**src/rtl/core/rxph_pkg.sv**
```systemverilog
`default_nettype none

package rxph_pkg;

    // Request kinds
    typedef enum logic [0:0] {
        REQ_BYTE  = 1'b0,
        REQ_CLEAR = 1'b1
    } req_kind_t;

    // Packet status codes
    typedef enum logic [1:0] {
        ST_ACCEPTED     = 2'd0,
        ST_BAD_LENGTH   = 2'd1,
        ST_XFER_OVERRUN = 2'd2,
        ST_BACKPRESSURE = 2'd3
    } pkt_status_t;

    localparam int unsigned MAX_PACKET    = 64;
    localparam int unsigned SEARCH_WINDOW = 32;
    localparam int unsigned HDR_LEN       = 6;
    localparam int unsigned POS_W         = 7;
    localparam int unsigned PROG_W        = 3;

    localparam logic [POS_W-1:0]  POS_MAX  = {POS_W{1'b1}};
    localparam logic [POS_W-1:0]  POS_WIN  = POS_W'(SEARCH_WINDOW);
    localparam logic [6:0]        LEN_MAX  = 7'(MAX_PACKET);
    localparam logic [PROG_W-1:0] PROG_END = PROG_W'(HDR_LEN);

    // Page transfer header: 4B 03 03 1B 06 71
    function automatic logic [7:0] hdr_byte(input logic [PROG_W-1:0] idx);
        logic [7:0] b;
        case (idx)
            3'd0:    b = 8'h4B;
            3'd1:    b = 8'h03;
            3'd2:    b = 8'h03;
            3'd3:    b = 8'h1B;
            3'd4:    b = 8'h06;
            3'd5:    b = 8'h71;
            default: b = 8'h00;
        endcase
        return b;
    endfunction

endpackage

`default_nettype wire

```
**src/rtl/core/rx_packet_admit_header_sniff_core.sv**
```systemverilog
`default_nettype none

// Channel | handshake            | payload
// --------+----------------------+-------------------------------------------------
// in      | in_valid / in_ready  | req_type data_byte first_byte last_byte
//         |                      | packet_length pkt_short command_phase
//         |                      | ring_free ring_used
// out     | out_valid / out_ready| byte_out write_enable status_valid status
//         |                      | collecting_now transfer_done overflow_flag
//
// One request per cycle sustained while out_ready is high; each request's result appears in the cycle after
// it is accepted, held in the output register.
// The block state (flags, matcher, position) updates at acceptance, so a request
// right behind the previous one sees its effect with no bubble.
// in_ready is low only while a result sits unclaimed and out_ready is low.
// rst_n clears all block flags, the matcher and the output valid; payload and shown flags are not reset.

module rx_packet_admit_header_sniff_core (
    input  wire logic                 clk,
    input  wire logic                 rst_n,

    input  wire logic                 in_valid,
    output logic                      in_ready,
    input  wire logic                 req_type,
    input  wire logic [7:0]           data_byte,
    input  wire logic                 first_byte,
    input  wire logic                 last_byte,
    input  wire logic [6:0]           packet_length,
    input  wire logic                 pkt_short,
    input  wire logic                 command_phase,
    input  wire logic [11:0]          ring_free,
    input  wire logic [11:0]          ring_used,

    output logic                      out_valid,
    input  wire logic                 out_ready,
    output logic [7:0]                byte_out,
    output logic                      write_enable,
    output logic                      status_valid,
    output rxph_pkg::pkt_status_t     status,
    output logic                      collecting_now,
    output logic                      transfer_done,
    output logic                      overflow_flag
);
    import rxph_pkg::*;

    // Block state
    logic                collecting_reg,  collecting_next;
    logic                ready_flag_reg,  ready_flag_next;
    logic                overflowed_reg,  overflowed_next;
    logic [PROG_W-1:0]   prog_reg,        prog_next;
    logic [POS_W-1:0]    pos_reg,         pos_next;
    logic                seen_reg,        seen_next;
    logic                eligible_reg,    eligible_next;
    pkt_status_t         pstat_reg,       pstat_next;
    logic                in_pkt_reg,      in_pkt_next;

    // Result register
    logic                out_valid_reg;
    logic [7:0]          byte_reg,        byte_next;
    logic                we_reg,          we_next;
    logic                sv_reg,          sv_next;
    pkt_status_t         st_reg,          st_next;

    logic accept;

    // Per-byte working values
    logic                 len_bad;
    logic [PROG_W-1:0]    prog_cur;
    logic [PROG_W-1:0]    prog_adv;
    logic [POS_W-1:0]     pos_cur;
    logic                 seen_cur;
    logic                 in_pkt_cur;
    logic                 do_sniff;

    assign in_ready = !out_valid_reg || out_ready;
    assign accept   = in_valid && in_ready;
    assign len_bad  = (packet_length == 7'd0) || (packet_length > LEN_MAX);

    always_comb
    begin
        collecting_next = collecting_reg;
        ready_flag_next = ready_flag_reg;
        overflowed_next = overflowed_reg;
        prog_next       = prog_reg;
        pos_next        = pos_reg;
        seen_next       = seen_reg;
        eligible_next   = eligible_reg;
        pstat_next      = pstat_reg;
        in_pkt_next     = in_pkt_reg;
        byte_next       = 8'd0;
        we_next         = 1'b0;
        sv_next         = 1'b0;
        st_next         = ST_ACCEPTED;
        prog_cur        = '0;
        prog_adv        = '0;
        pos_cur         = pos_reg;
        seen_cur        = seen_reg;
        in_pkt_cur      = in_pkt_reg;
        do_sniff        = 1'b0;

        if (req_type == REQ_CLEAR) begin
            ready_flag_next = 1'b0;
            overflowed_next = 1'b0;
        end
        else begin
            byte_next = data_byte;

            // Packet start: status is decided once, here
            if (first_byte) begin
                pos_cur       = '0;
                prog_next     = '0;
                seen_cur      = 1'b0;
                in_pkt_cur    = 1'b1;
                eligible_next = 1'b0;
                if (len_bad) begin
                    pstat_next = ST_BAD_LENGTH;
                end
                else if (overflowed_reg) begin
                    pstat_next = ST_XFER_OVERRUN;
                end
                else if (ready_flag_reg) begin
                    pstat_next = ST_BACKPRESSURE;
                end
                else if ({5'd0, packet_length} > ring_free) begin
                    if (collecting_reg) begin
                        // ring overran mid-transfer: abort collection
                        collecting_next = 1'b0;
                        ready_flag_next = 1'b0;
                        overflowed_next = 1'b1;
                        pstat_next      = ST_XFER_OVERRUN;
                    end
                    else begin
                        pstat_next = ST_BACKPRESSURE;
                    end
                end
                else begin
                    pstat_next    = ST_ACCEPTED;
                    eligible_next = !collecting_reg && (ring_used == 12'd0) && command_phase;
                end
            end

            seen_next = seen_cur;
            pos_next  = pos_cur;

            if (in_pkt_cur) begin
                if (pstat_next == ST_ACCEPTED) begin
                    we_next  = 1'b1;
                    do_sniff = eligible_next && !seen_cur && (pos_cur < POS_WIN);
                end

                // Streaming header matcher, restarts on the lead byte
                if (do_sniff) begin
                    prog_cur = (prog_next >= PROG_END) ? '0 : prog_next;
                    if (data_byte == hdr_byte(prog_cur)) begin
                        prog_adv = prog_cur + PROG_W'(1);
                    end
                    else if (data_byte == hdr_byte('0)) begin
                        prog_adv = PROG_W'(1);
                    end
                    else begin
                        prog_adv = '0;
                    end
                    if (prog_adv == PROG_END) begin
                        seen_next = 1'b1;
                        prog_next = '0;
                    end
                    else begin
                        prog_next = prog_adv;
                    end
                end

                if (pos_cur != POS_MAX) begin
                    pos_next = pos_cur + POS_W'(1);
                end

                if (last_byte) begin
                    if (pstat_next == ST_ACCEPTED) begin
                        if (eligible_next && seen_next) begin
                            collecting_next = 1'b1;
                        end
                        // short packet closes the page transfer
                        if (collecting_next && pkt_short) begin
                            collecting_next = 1'b0;
                            ready_flag_next = 1'b1;
                        end
                    end
                    sv_next     = 1'b1;
                    st_next     = pstat_next;
                    in_pkt_cur  = 1'b0;
                end
            end
            else begin
                byte_next = data_byte;
            end
            in_pkt_next = in_pkt_cur;
        end
    end

    always_ff @(posedge clk or negedge rst_n)
    begin
        if (!rst_n) begin
            collecting_reg <= 1'b0;
            ready_flag_reg <= 1'b0;
            overflowed_reg <= 1'b0;
            prog_reg       <= '0;
            pos_reg        <= '0;
            seen_reg       <= 1'b0;
            eligible_reg   <= 1'b0;
            pstat_reg      <= ST_ACCEPTED;
            in_pkt_reg     <= 1'b0;
            out_valid_reg  <= 1'b0;
        end
        else begin
            if (accept) begin
                collecting_reg <= collecting_next;
                ready_flag_reg <= ready_flag_next;
                overflowed_reg <= overflowed_next;
                prog_reg       <= prog_next;
                pos_reg        <= pos_next;
                seen_reg       <= seen_next;
                eligible_reg   <= eligible_next;
                pstat_reg      <= pstat_next;
                in_pkt_reg     <= in_pkt_next;
                out_valid_reg  <= 1'b1;
            end
            else if (out_ready) begin
                out_valid_reg  <= 1'b0;
            end
        end
    end

    // Result payload, loaded with the request
    always_ff @(posedge clk)
    begin
        if (accept) begin
            byte_reg <= byte_next;
            we_reg   <= we_next;
            sv_reg   <= sv_next;
            st_reg   <= st_next;
        end
    end

    // Flags are shown as they stood after the request in the output register;
    // they only change on acceptance, which also refreshes the output register.
    logic coll_shown_reg, rdy_shown_reg, ovf_shown_reg;

    always_ff @(posedge clk)
    begin
        if (accept) begin
            coll_shown_reg <= collecting_next;
            rdy_shown_reg  <= ready_flag_next;
            ovf_shown_reg  <= overflowed_next;
        end
    end

    assign out_valid      = out_valid_reg;
    assign byte_out       = byte_reg;
    assign write_enable   = we_reg;
    assign status_valid   = sv_reg;
    assign status         = st_reg;
    assign collecting_now = coll_shown_reg;
    assign transfer_done  = rdy_shown_reg;
    assign overflow_flag  = ovf_shown_reg;

endmodule

`default_nettype wire

```
**config.mk**
```make
export PLATFORM = sky130hd
export DESIGN_NAME = rx_packet_admit_header_sniff_core
export DESIGN_NICKNAME = d
export VERILOG_FILES = /design/src/rtl/core/rxph_pkg.sv /design/src/rtl/core/rx_packet_admit_header_sniff_core.sv
export SDC_FILE = /design/constraint.sdc
export NUM_CORES = 1
export LEC_CHECK = 0
export BUFFER_PORTS_ARGS = -buffer_cell sky130_fd_sc_hd__clkbuf_2
export CAP_MARGIN = 10
export CORE_MARGIN = 5
export CORE_UTILIZATION = 52
export DETAILED_ROUTE_END_ITERATION = 6
export GPL_TIMING_DRIVEN = 0
export PLACE_DENSITY_LB_ADDON = 0.15
export SYNTH_ARGS = -nofsm -noshare
export SYNTH_HDL_FRONTEND = slang
export SYNTH_SLANG_ARGS = --single-unit
```
**constraint.sdc**
```tcl
create_clock -name clk -period 3 [get_ports clk]
set_input_delay 0.6 -clock clk [delete_from_list [all_inputs] [get_ports clk]]
set_output_delay 0.6 -clock clk [all_outputs]
set_load 0.02 [all_outputs]
```
[Word-level counts from Yosys, hierarchy flattened]
Index checks and enable logic that the tools add are counted.
Storage, ports and cells
  register bits: 34
  logic and storage cells: 137
Operators by class
  $add $sub $neg: 2
  order comparisons: 4
  equality and inequality tests: 9
  multiplexer cells: 81
  bitwise operators: 3
  reductions and logical operators: 21
Operators by type and width (count)
  two-way mux 1 bit: 57
  case mux 7 bit (5 select lines): 1
  two-way mux 3 bit: 10
  two-way mux 7 bit: 4
  two-way mux 8 bit: 3
  > comparator 7 x 12 -> 1 bit: 1
  logical NOT 12 bit: 1
  two-way mux 2 bit: 6
  == test 3 bit (second input constant): 3
  == test 8 x 7 -> 1 bit (second input constant): 1
  == test 8 bit: 1
  adder 7 x 1 -> 7 bit (second input constant): 1
  > comparator 7 bit (second input constant): 1
  logical AND 1 bit: 7
  logical NOT 7 bit: 1
  less-than comparator 7 x 6 -> 1 bit (second input constant): 1
  inequality test 7 bit (second input constant): 1
  == test 3 x 2 -> 1 bit (second input constant): 2
  OR reduction 2 bit: 2
  adder 3 x 1 -> 3 bit (second input constant): 1
  == test 3 x 1 -> 1 bit (second input constant): 1
  greater-or-equal comparator 3 bit (second input constant): 1
  logical NOT 1 bit: 3
  logical NOT 3 bit: 1
  other kinds (6): 9

[Logic depth before layout (Yosys ltp)]
  word-level depth: 39
  depth in mapped cells: 13

[Least setup slack after synthesis]
No wires, ideal clock.
  path type: in2reg
  from: input port first_byte
  to: register prog_reg[2]
  library setup time: 0.066 ns
  data arrival time: 3.187 ns
  setup slack: -0.253 ns
  stages: 13
  path buffers: 2
  path through: clkbuf_1 > clkbuf_1 > or3b_2 > inv_1 > ha_1 > ha_1 > nor2_1 > a31oi_1 > xnor2_1 > o2111ai_1 > or3_1 > nor4b_4 > a22o_1
On the way
  longest elaborated chain between the ends: 19
Ends and longest elaborated chain
  from (decl): line rx_packet_admit_header_sniff_core.sv:26  | input wire logic first_byte,
  two-way mux 3 bit: line rx_packet_admit_header_sniff_core.sv:109  | if (first_byte) begin
  two-way mux 3 bit: line rx_packet_admit_header_sniff_core.sv:101  | if (req_type == REQ_CLEAR) begin
  greater-or-equal comparator 3 bit: line rx_packet_admit_header_sniff_core.sv:153  | prog_cur = (prog_next >= PROG_END) ? '0 : prog_next;
  two-way mux 3 bit: line rx_packet_admit_header_sniff_core.sv:153
  == test 3 x 2 -> 1 bit or == test 3 x 1 -> 1 bit (tied branches): line rxph_pkg.sv:33  | case (idx)
  OR reduction 2 bit (no line)
  case mux 7 bit (5 select lines): line rxph_pkg.sv:33
  two-way mux 8 bit: line rx_packet_admit_header_sniff_core.sv:152  | if (do_sniff) begin
  [3 not listed]
  two-way mux 3 bit: line rx_packet_admit_header_sniff_core.sv:154  | if (data_byte == hdr_byte(prog_cur)) begin
  two-way mux 3 bit: line rx_packet_admit_header_sniff_core.sv:152
  two-way mux 3 bit: line rx_packet_admit_header_sniff_core.sv:145  | if (in_pkt_cur) begin
  two-way mux 3 bit: line rx_packet_admit_header_sniff_core.sv:101
  == test 3 bit: line rx_packet_admit_header_sniff_core.sv:163  | if (prog_adv == PROG_END) begin
  two-way mux 3 bit: line rx_packet_admit_header_sniff_core.sv:163
  two-way mux 3 bit: line rx_packet_admit_header_sniff_core.sv:152
  two-way mux 3 bit (*): line rx_packet_admit_header_sniff_core.sv:145
  to (signal assigned): line rx_packet_admit_header_sniff_core.sv:218  | prog_reg <= prog_next;
  to (decl): line rx_packet_admit_header_sniff_core.sv:50  | logic [PROG_W-1:0] prog_reg, prog_next;
Every way passes the cells marked *; elsewhere a longest branch is shown, timed or not. The select of a mux whose other input is x is not followed.
A chain may end at the register's enable or synchronous reset.

[Worst setup path in the final report]
  from: input port first_byte
  to: register rdy_shown_reg, in the netlist transfer_done, data pin
On the way
  longest elaborated chain between the ends: 32
Ends and longest elaborated chain
  two-way mux 3 bit: line rx_packet_admit_header_sniff_core.sv:109
  two-way mux 3 bit: line rx_packet_admit_header_sniff_core.sv:101
  greater-or-equal comparator 3 bit: line rx_packet_admit_header_sniff_core.sv:153
  two-way mux 3 bit: line rx_packet_admit_header_sniff_core.sv:153
  == test 3 x 2 -> 1 bit or == test 3 x 1 -> 1 bit (tied branches): line rxph_pkg.sv:33
  OR reduction 2 bit (no line)
  case mux 7 bit (5 select lines): line rxph_pkg.sv:33
  two-way mux 8 bit: line rx_packet_admit_header_sniff_core.sv:152
  [17 not listed]
  two-way mux 1 bit: line rx_packet_admit_header_sniff_core.sv:101
  logical AND 1 bit: line rx_packet_admit_header_sniff_core.sv:182  | if (collecting_next && pkt_short) begin
  two-way mux 1 bit: line rx_packet_admit_header_sniff_core.sv:182
  two-way mux 1 bit: line rx_packet_admit_header_sniff_core.sv:177  | if (pstat_next == ST_ACCEPTED) begin
  two-way mux 1 bit: line rx_packet_admit_header_sniff_core.sv:176  | if (last_byte) begin
  two-way mux 1 bit (*): line rx_packet_admit_header_sniff_core.sv:145
  two-way mux 1 bit (*): line rx_packet_admit_header_sniff_core.sv:101
  via ready_flag_next: line rx_packet_admit_header_sniff_core.sv:48  | logic ready_flag_reg, ready_flag_next;
  to (signal assigned): line rx_packet_admit_header_sniff_core.sv:251  | rdy_shown_reg <= ready_flag_next;
  to (decl): line rx_packet_admit_header_sniff_core.sv:245  | logic coll_shown_reg, rdy_shown_reg, ovf_shown_reg;
Mark *: on every way through the listed nets, which the timed path passes. The rest lies on a longest branch. The select of a mux whose other input is x is not followed.

==> run summary <==
Residual DRC -> 0
Max Cap Viol -> 0
Worst slack at placement -> -0.505 ns
Die Y -> 76.7 um
Critical Path End Type -> flip-flop
DR vias -> 2,107
Leak -> 1.30 nW
Final worst slack -> 0.0784 ns
Slew at the pin closest to its max-slew limit -> 0.645 ns
Crit path required time -> 3.03 ns
Crit path cell chain -> buf_12 > buf_8 > clkbuf_16 > or3b_4 > ha_2 > and2_1 > a21oi_1 > o22ai_1 > o2111ai_2 > buf_4 > nor4_4 > a311oi_1 > nor2_1
Pin count of the biggest net entering global routing -> 20
Clk_skew -> 0.00379 ns
Post-synth ARST share -> 0.559
Register Area -> 926 um^2
FP Rows -> 24
Post-synth top area cell -> dfrtp_1
Multi-input combinational cell area -> 1380 um^2
Total grt overflow -> 0
NumNets Final -> 384
Final period util -> 0.974
TritonCTS clock tree -> yes
# setup viols final -> 0
DR vias/cell -> 5.59
Synth Instances -> 247
H-tree level count -> 2
Ys Warns -> 0
Initial Utilization -> 0.536
Relative slew slack -> 0.569
Post-cts hold buffer count -> 0
Pwr dens -> 411 nW/um^2
First-pass GRT wire length -> 9230 um
CP max FO -> 7
Fillers -> 351
Iteration-0 DRC Markers -> 170
Layout area overhead -> 29.3%
Final hold vios -> 0
Outcome -> complete, no violations
Layout cells sized above 1 -> 0.338
Worst-path clk slew -> 0.07 ns
Placer Congestion -> 0.874
Top Ports -> 65
Post-route ant nets -> 0
Post-Syn Area -> 2320 um^2
Number of global-route vias before repair -> 2,105
CTS Buf Count -> 5
Clk buf depth -> 2
Post-synth top area share -> 0.205
Clock sinks -> 34
Setup slack, reg-to-reg -> 0.25 ns
Synth Area per Inst -> 9.38 um^2
Top post-synthesis cells by area -> dfrtp_1 21%, edfxtp_1 19%, ha_1 6.5%, nor2_1 4.1%, nor2b_1 3.5%
Library cells used by synthesis -> 57
Final setup TNS -> 0 ns
Most frequent cell after synthesis -> nor2_1
Critical path's largest stage delay -> 0.44 ns
Setup CP Type -> primary input to flip-flop
Register area share after synthesis -> 0.400
Initial antenna violation count -> 0
VDD IR max -> 0.381 mV
Number of synthesized register bits -> 34
Final min period -> 2.92 ns
Post-synth EDFFs -> 15
Max reg flops -> 8
IO buf count -> 63
HPWL after detailed placement -> 4160 um
Die Span X -> 76.7 um
Clk Latency, worst-skew pair -> 0.29 ns
Final slew viol count -> 0
Critical Path Slowest Stage Cell -> a311oi_1
Root Buffer -> clkbuf_8
Crit path DAT -> 2.95 ns
Wire per inst -> 14.5 um
Max Clk Rate -> 342 MHz
N_diodes -> 0
Core area -> 4320 um^2
Top cells by count, synth -> 25 x nor2_1, 19 x dfrtp_1, 19 x inv_1, 19 x nand2_1, 15 x edfxtp_1
DRT Wirelength -> 5480 um
Main synth FF type -> dfrtp_1
First-pass DRT Iterations -> 4
Total Routing Usage GR -> 0.190
Total Die Area -> 5890 um^2
Hold/Removal Path Class -> primary input to async pin
Net count after synthesis -> 307
Startpoint types -> primary input
## through the flow
| stage | utilization | instance area [um^2] | total power (W) | std cells | hold WS [ns] |
|---|---|---|---|---|---|
| 2_1_floorplan | - | 2340 | 0.000724 | 247 | 0.304 |
| 5_1_grt | 0.693 | 3000 | 0.00130 | 377 | 0.276 |
| 4_1_cts | 0.677 | 2930 | 0.00123 | 374 | 0.268 |
| 3_5_place_dp | 0.628 | 2720 | 0.000814 | 362 | 0.488 |
| 6_report | 0.693 | 3000 | 0.00123 | 377 | 0.259 |
| 3_3_place_gp | 0.628 | 2720 | 0.000807 | 362 | 0.480 |
## layout make-up
class | instances | area share
buffer | 6 | 0.0188
inverter | 19 | 0.0246
sequential | 34 | 0.309
clock buffer | 5 | 0.0230
multi-input combinational | 188 | 0.462
clock inverter | 3 | 0.0134
tap | 52 | 0.0217
timing repair buffer | 70 | 0.128
## cells in the final DEF, fill, tap and decap left out, types with 6 or more instances in the layout
master,synthesis,layout
inv_1,19,17
nor2_1,25,24
nand4_1,6,6
nor2b_1,13,13
o21ai_0,11,11
a21oi_1,7,7
nand2_1,19,19
nor3_1,13,12
dfrtp_1,19,19
nand2b_1,8,8
clkbuf_2,0,62
edfxtp_1,15,15
buf_4,0,7
ha_1,12,8
## what timing repair did
action | CTS | global route
resized for setup | 12 | 11
setup endpoints to repair | 8 | 8
pin swaps | 8 | 14
setup buffers | 4 | 3
## power by group
part	internal, W	switching [W]
Clock	0.000244	0.000167
Combinational	0.000117	0.000145
Sequential	0.000530	0.0000266
Total	0.000891	0.000338
## critical path: cells and delay by family
family,cells,cell delay [ns]
compound gates,4,0.90
simple gates,4,0.69
buf+inv,4,0.54
fa+ha+maj,1,0.23
## final timing paths
kind                              startpoint       endpoint  depth (start not counted)
worst max-delay path              first_byte  transfer_done                         13
worst min-delay path                   rst_n    prog_reg[1]                          1
max in group asynchronous              rst_n   pstat_reg[1]                          1
worst max register to register   prog_reg[2]  transfer_done                         11
worst min register to register  pstat_reg[1]   pstat_reg[1]                          1
min in group clk                pstat_reg[1]   pstat_reg[1]                          1
## per-layer routing
| metal | global-route usage | vias to the layer above | part of all wire |
|---|---|---|---|
| met5 | 0 | - | 0 |
| met4 | 0.0699 | 0 | 0.0077 |
| met3 | 0.0621 | 5 | 0.068 |
| met2 | 0.315 | 62 | 0.50 |
| met1 | 0.229 | 978 | 0.42 |
| li1 | - | 1062 | - |
## cell families (layout without fill, tap and decap cells)
logic type / after synthesis / in the layout / share of synthesized area
AND/OR/NAND/NOR: 115 / 115 / 0.283
adder cells (fa/ha/maj): 12 / 12 / 0.0648
flip-flops: 34 / 34 / 0.400
XOR/XNOR: 10 / 10 / 0.0378
multiplexers: 2 / 2 / 0.00918
buffers and inverters: 25 / 103 / 0.0411
AO/OA/AOI/OAI: 49 / 49 / 0.164
Note: power is estimated with default switching activity, not from simulation.
